--- src/rtl/assert_macros.svh ---
// Assertion helpers used by the RTL.
`ifndef ASSERT_MACROS_SVH
`define ASSERT_MACROS_SVH
`ifndef SYNTHESIS
`define TUN_ASSERT(lbl, clk, rst, prop, msg) \
  lbl: assert property (@(posedge clk) disable iff (rst) prop) else $error(msg);
`define TUN_NEVER(lbl, clk, rst, cond, msg) \
  lbl: assert property (@(posedge clk) disable iff (rst) !(cond)) else $error(msg);
`else
`define TUN_ASSERT(lbl, clk, rst, prop, msg)
`define TUN_NEVER(lbl, clk, rst, cond, msg)
`endif
`endif

--- src/rtl/tun_pkg.sv ---
package tun_pkg;

  localparam int COORD_BITS_DEF = 20;
  // magnitudes after normalising shift
  localparam int MAG_BITS       = 30;
  localparam int SQ_BITS        = 2 * MAG_BITS + 2;
  localparam int ROOT_BITS      = SQ_BITS / 2;
  localparam int SQ_REM_BITS    = ROOT_BITS + 3;
  localparam int Q_BITS         = 17;
  localparam int DIV_REM_BITS   = ROOT_BITS + 1;
  localparam int OUT_BITS       = 16;
  localparam logic [OUT_BITS:0] OUT_MAX = 17'd32767;

  typedef struct packed {
    logic en;
    logic valid;
  } tun_ctl_t;

endpackage

--- src/rtl/tun_sqrt_cell.sv ---
// One result bit of the integer square root per cell.
module tun_sqrt_cell #(
  parameter int SIDE_W = 1
) (
  input  logic                              clk,
  input  logic                              rst,
  input  tun_pkg::tun_ctl_t                 ctl,
  input  logic [tun_pkg::SQ_BITS-1:0]       x,
  input  logic [tun_pkg::ROOT_BITS-1:0]     root,
  input  logic [tun_pkg::SQ_REM_BITS-1:0]   rem,
  input  logic [SIDE_W-1:0]                 side,
  output logic                              valid_fwd,
  output logic [tun_pkg::SQ_BITS-1:0]       x_fwd,
  output logic [tun_pkg::ROOT_BITS-1:0]     root_fwd,
  output logic [tun_pkg::SQ_REM_BITS-1:0]   rem_fwd,
  output logic [SIDE_W-1:0]                 side_fwd
);
  import tun_pkg::*;

  logic [SQ_REM_BITS-1:0] rem2, trial;
  logic                   ge;

  always_comb begin
    rem2  = {rem[SQ_REM_BITS-3:0], x[SQ_BITS-1 -: 2]};
    trial = {1'b0, root, 2'b01};
    ge    = (rem2 >= trial);
  end

  always_ff @(posedge clk) begin
    if (rst) begin
      valid_fwd <= 1'b0;
    end else if (ctl.en) begin
      valid_fwd <= ctl.valid;
    end
  end

  always_ff @(posedge clk) begin
    if (ctl.en) begin
      x_fwd    <= {x[SQ_BITS-3:0], 2'b00};
      root_fwd <= {root[ROOT_BITS-2:0], ge};
      rem_fwd  <= ge ? rem2 - trial : rem2;
      side_fwd <= side;
    end
  end
endmodule

--- config.mk ---
export PLATFORM = sky130hd
export DESIGN_NAME = tun_sqrt_cell
export DESIGN_NICKNAME = d
export VERILOG_FILES = /design/src/rtl/assert_macros.svh /design/src/rtl/tun_pkg.sv /design/src/rtl/tun_sqrt_cell.sv
export SDC_FILE = /design/constraint.sdc
export NUM_CORES = 1
export LEC_CHECK = 0
export BUFFER_PORTS_ARGS = -buffer_cell sky130_fd_sc_hd__buf_2
export CAP_MARGIN = 10
export CORE_ASPECT_RATIO = 1.2
export CORE_UTILIZATION = 48
export DETAILED_ROUTE_END_ITERATION = 12
export GPL_TIMING_DRIVEN = 0
export MAX_ROUTING_LAYER = met4
export PLACE_DENSITY = 0.8
export SKIP_LAST_GASP = 1
export SYNTH_ARGS = -nofsm -noshare
export SYNTH_HDL_FRONTEND = slang
export SYNTH_SLANG_ARGS = --single-unit
--- constraint.sdc ---
create_clock -name clk -period 4.3 [get_ports clk]
set_clock_uncertainty 0.1 [all_clocks]
set_input_delay 1.075 -clock clk [delete_from_list [all_inputs] [get_ports clk]]
set_output_delay 1.075 -clock clk [all_outputs]
set_load 0.02 [all_outputs]
==> results.cfg, run 1 <==
[setup_path]
critPathMaxFanout = 10
arrival_ns = 3.65
path_cells = buf_2 > inv_1 > ha_1 > clkbuf_1 > nand2_1 > o21ai_0 > a21oi_1 > a31o_2 > nand2_1 > o21ai_4 > inv_2 > buf_2 > a21oi_1
crit_family = compound AO/OA/AOI/OAI gates
cp_num_buf_inv = 5
cpPeakStageDelay_ns = 0.45
crit_required_ns = 4.34
r2r_slack_ns = 3.61
crit_slowest_cell = o21ai_0
crit_path_end_kind = flip-flop
critPathLaunchType = input pin
crit_type = in -> reg

[clock_tree]
ctsResizeCount = 0
h-tree-depth = 4
cts_root_buf = clkbuf_16
clk_pin_slew_ns = 0.06
cts.sinks = 127
clockBufferDepth = 2
clk_latency_ns = 0.41
postCtsHoldBufs = 0
post_cts_buffers = 0
cts_tree = built
numCtsBuffers = 17

[global_route]
antenna_found_initial = 1
grt_pass1_wl_um = 26400
grt_max_degree = 71
grt_pass1_vias = 5031
overflow = 0
grt_use_total_pct = 27.2

[pwr]
worst_ir_drop_vdd_uv = 264
switchingPower_mw = 1.13
powerDensity_nw_per_um2 = 456
seqPwrFrac_pct = 40.7
p_comb_share_pct = 21.5
swShare_pct = 29.7
pwr-share-clk_pct = 37.7
cell_internal_pwr_mw = 2.67
leakage_nw = 3.80

[logic_synthesis]
ys_top_cells_by_count = 126 x edfxtp_1, 43 x nor2_1, 42 x inv_1
async_flop_share_pct = 0
yosys.area.top_type_share_pct = 60.9
ys_seq_area_share_pct = 61.2
synth_edf_count = 126
yosys.area.top_type = edfxtp_1
synth_seq_cells = 127
avgSynthCellArea_um2 = 12.2
ys.warnings.count = 0
syn_area_um2 = 6220
yosys.cell_count.top_type = edfxtp_1
synthFlopType = edfxtp_1
synth.area.top_cells = edfxtp_1 61%, ha_1 6.6%, a21oi_1 3.1%, nor2_1 2.6%, inv_1 2.5%
netlist_instances = 508
ys_types = 59

[cells_and_area]
seqCellArea_um2 = 3800
postLayoutCoreUtil_pct = 65.7
areaGrowthSynthToFinish_pct = 34.0
fin_area_um2 = 8330
layout-drive-gt1-share_pct = 39.1
final_nets = 950
num-fill-cells = 1000
multi_input_area_um2 = 2170

[routing]
wl_met2_um = 8730
first_pass_iters = 5
drc = 0
viasPerCell = 5.32
wl_per_cell_um = 18.3
num_vias = 5125
top_layer = met4
m1WireLength_um = 7110
postRouteAntennaNets = 0
first_iter_violations = 253
drt_wl_total_um = 17600
routed-wl-met3_um = 1410

[die]
ios = 261
fp.dieH_um = 127
dieArea_um2 = 13400
coreArea_um2 = 12700
die_w_um = 106
initial_core_util_pct = 49.1
num_rows = 45

[place]
place_congestion = 0.863
pre_cts_ws_ns = 0.216
placed_area_um2 = 7740
place_hpwl_um = 13500
port_buffers = 256

[sta]
fmax_ghz = 0.277
tightest_slew_ns = 0.541
slew_viol_final = 0
fin_crit_ns = 3.61
rsz0062_at_grt = false
slew_headroom_pct = 64.0
fin_crit_sh_pct = 84.0
finalHoldViolations = 0
setup_ws_ns = 0.689
setup_tns_ns = 0
setup_violations = 0

[run_status]
status = completed

[hold_path]
hold_path.class = reg -> reg

[flow_run]
maxCapViolations = 0
[metrics by stage]
| stage | total power, mW | hold WS (ns) | std cells |
|---|---|---|---|
| 6_report | 3.80 | 0.405 | 963 |
| 5_1_grt | 3.94 | 0.443 | 963 |
| 4_1_cts | 3.82 | 0.407 | 962 |
| 3_5_place_dp | 2.39 | 0.396 | 930 |
| 3_3_place_gp | 2.37 | 0.378 | 929 |
| 2_1_floorplan | 2.07 | 0.479 | 509 |
[sequential cells by signal, indices dropped and copies added (netlist names)]
name	flops
rem_fwd	34
side_fwd	1
root_fwd	31
x_fwd	60
valid_fwd	1
[layer usage]
layer,up-vias,track usage (%)
met5,-,-
met4,0,10.0
met3,28,7.14
met2,236,45.7
met1,2412,31.1
li1,2449,-
[worst paths after layout]
check,startpoint,to,cells past startpoint
max reg2reg,valid_fwd,valid_fwd,2
min,valid_fwd,valid_fwd,2
min reg2reg,valid_fwd,valid_fwd,2
max,root[22],rem_fwd[14],13
[area by class of cell]
cell class / instances / area share (%)
Sequential cell: 127 / 45.7
Multi-Input combinational cell: 324 / 26.1
Timing Repair Buffer: 257 / 15.8
Clock buffer: 18 / 5.15
Tap cell: 164 / 2.46
Inverter: 43 / 1.94
Clock inverter: 14 / 1.89
Buffer: 15 / 1.01
Antenna cell: 1 / 0.0300
[cell families (layout without fill, tap and decap cells)]
family / count (synthesis) / after routing / synth area share, %
compound gates: 132 / 132 / 14.7
simple gates: 131 / 131 / 9.66
flops: 127 / 127 / 61.2
buf+inv: 58 / 347 / 3.95
fa+ha+maj: 33 / 33 / 6.64
xor+xnor: 22 / 22 / 3.10
mux: 4 / 4 / 0.725
other cells: 1 / 3 / 0.0603
[layout by cell type (no fill, tap or decap), types with 3 or more instances in the layout]
master	synthesis	routed
buf_2	4	259
edfxtp_1	126	126
nor2_1	43	43
inv_1	42	42
nand2_1	40	40
a21oi_1	39	39
ha_1	33	33
o21ai_0	21	21
clkbuf_16	0	17
a21o_1	16	16
xor2_1	15	15
nand3_1	11	11
nor3_1	8	8
o31ai_1	8	8
clkbuf_1	6	7
xnor2_1	7	7
o21a_1	6	6
or3_1	6	6
nand4_1	5	5
a211oi_1	5	5
o211ai_1	5	5
a31oi_1	4	4
and3_1	4	4
buf_4	4	4
nand2b_1	4	4
inv_6	0	4
and4_1	3	3
mux2i_1	3	3
clkinv_4	0	3
[power by group through the flow]
stage | combinational (mW) | clock [mW] | sequential, mW
3_3_place_gp | 0.800 | 0 | 1.57
3_5_place_dp | 0.814 | 0 | 1.57
2_1_floorplan | 0.328 | 0 | 1.74
6_report | 0.818 | 1.43 | 1.55
4_1_cts | 0.820 | 1.45 | 1.55
5_1_grt | 0.885 | 1.50 | 1.56
[worst reg2reg max path, stage by stage, from the launching register on]
cell and delay, ns:
dfxtp_1 0.31, mux2i_1 0.12, nor2_1 0.05
Note: power is estimated with default switching activity, not from simulation.
==> run 2: changes to the inputs <==
==> constraint.sdc (replaced) <==
create_clock -name clk -period 3.5 [get_ports clk]
set_clock_uncertainty 0.1 [all_clocks]
set_input_delay 0.875 -clock clk [delete_from_list [all_inputs] [get_ports clk]]
set_output_delay 0.875 -clock clk [all_outputs]
set_load 0.02 [all_outputs]
==> results.cfg, run 2 (synthesized netlist as in run 1, its figures left out) <==
[cells_and_area]
final_common_cell = buf_2
postLayoutCoreUtil_pct = 65.7
largest_reg_flops = 60
largest_register = x_fwd
mostFrequentLayoutCells = 259 x buf_2, 126 x edfxtp_1, 43 x nor2_1
areaGrowthSynthToFinish_pct = 34.0
reg.largest.list = x_fwd: 60 flops, rem_fwd: 34 flops, root_fwd: 31 flops
instances_no_fill = 963
final_nets = 950
layout-drive-gt1-share_pct = 39.1

[clock_tree]
numCtsBuffers = 17
cts_root_buf = clkbuf_16
cts_tree = built
clockBufferDepth = 2
post_cts_buffers = 0
postCtsHoldBufs = 0
cts.sinks = 127
clk_pin_slew_ns = 0.06
h-tree-depth = 4
clk_latency_ns = 0.41

[routing]
viasPerCell = 5.32
first_iter_violations = 253
first_pass_iters = 5
postRouteAntennaNets = 0
drt_wl_total_um = 17600
num_vias = 5120
drc = 0
wl_per_cell_um = 18.3

[global_route]
grtUsageMet1_pct = 31.1
busiest_layer = met2
overflow = 0
grt_pass1_wl_um = 26400
grt_max_degree = 71
grtUsageMet2_pct = 45.7
antenna_found_initial = 1
grt_use_total_pct = 27.2
grtUsageMet3_pct = 7.14
grt_pass1_vias = 5031

[sta]
slew_viol_final = 0
fmax_ghz = 0.298
setup_violations = 0
rsz0062_at_grt = false
fin_crit_sh_pct = 95.8
tightest_slew_ns = 0.541
slew_headroom_pct = 64.0
fin_crit_ns = 3.35
finalHoldViolations = 0

[die]
initial_core_util_pct = 49.1
fp.dieH_um = 127
num_rows = 45
dieArea_um2 = 13400
coreArea_um2 = 12700
die_w_um = 106
ios = 261

[hold_path]
hold_start = valid_fwd
hold_depth = 2
hold_path.class = reg -> reg
hold_path_end = valid_fwd

[setup_path]
arrival_ns = 3.40
crit_type = in -> reg
critPathLaunchType = input pin
r2r_cells = 2
crit_required_ns = 3.55
timing.rr.end = valid_fwd
reg2reg_from = valid_fwd
crit_path_end_kind = flip-flop
r2r_slack_ns = 2.81
critPathMaxFanout = 10

[place]
place_hpwl_um = 13500
place_congestion = 0.863
place_inst = 930
port_buffers = 256

[flow_run]
maxCapViolations = 0

[pwr]
worst_ir_drop_vdd_uv = 325
leakage_nw = 3.80
powerDensity_nw_per_um2 = 560

[run_status]
status = completed
==> run 2: timing repair <==
| action | 4_1_cts | 5_1_grt |
|---|---|---|
| setup endpoints to repair | 0 | 17 |
| endpoints found under the hold margin | 0 | 0 |
| resized for setup | 0 | 1 |
==> run 2: layout make-up <==
class / instances / area, µm²
clock buffer: 18 / 429
clock inverter: 14 / 158
multi-input combinational: 324 / 2170
inverter: 43 / 161
fill: 1000 / 4340
buffer: 15 / 83.8
antenna: 1 / 2.50
timing repair buffer: 257 / 1320
tap: 164 / 205
sequential: 127 / 3800
==> run 2: worst max-delay path, cell delays in order <==
cell	delay (ns)
buf_2	0.09
inv_1	0.04
ha_1	0.34
nor2b_1	0.16
o31a_1	0.28
o31ai_2	0.33
a21oi_2	0.15
o211a_4	0.32
o21ai_4	0.23
inv_2	0.15
buf_2	0.25
nor2_1	0.12
a21oi_1	0.05
==> run 2: worst max-delay path by stage <==
stage	start	endpoint	cells after the start
2_1_floorplan	root[0]	rem_fwd[33]	11
3_3_place_gp	root[22]	rem_fwd[14]	13
3_5_place_dp	root[22]	rem_fwd[3]	13
4_1_cts	root[22]	rem_fwd[16]	13
5_1_grt	root[0]	rem_fwd[14]	13
6_report	root[0]	rem_fwd[29]	13
==> run 2: metrics by stage <==
| step | area (µm²) | hold slack [ns] | power [mW] | setup WS, ns | TNS (ns) |
|---|---|---|---|---|---|
| finish | 8330 | 0.405 | 4.66 | 0.147 | 0 |
| detailed placement | 7740 | 0.396 | 2.93 | -0.384 | -9.43 |
| floorplan | 6220 | 0.479 | 2.54 | 0.236 | 0 |
| CTS | 8330 | 0.407 | 4.70 | 0.0312 | 0 |
| global route | 8330 | 0.443 | 4.84 | 0.00317 | 0 |
| global placement | 7710 | 0.378 | 2.91 | -0.411 | -9.94 |
==> run 2: routing by layer <==
layer  up-vias  wire length (µm)
li1       2449                 -
met1      2409              7120
met2       234              8730
met3        28              1410
met4         0               329
met5         -                 0
==> run 2: report_power, final <==
part / internal (mW) / total [mW] / switching, mW
Sequential: 1.86 / 1.90 / 0.0372
Clock: 1.06 / 1.76 / 0.697
Combinational: 0.355 / 1.00 / 0.650
Total: 3.28 / 4.66 / 1.38
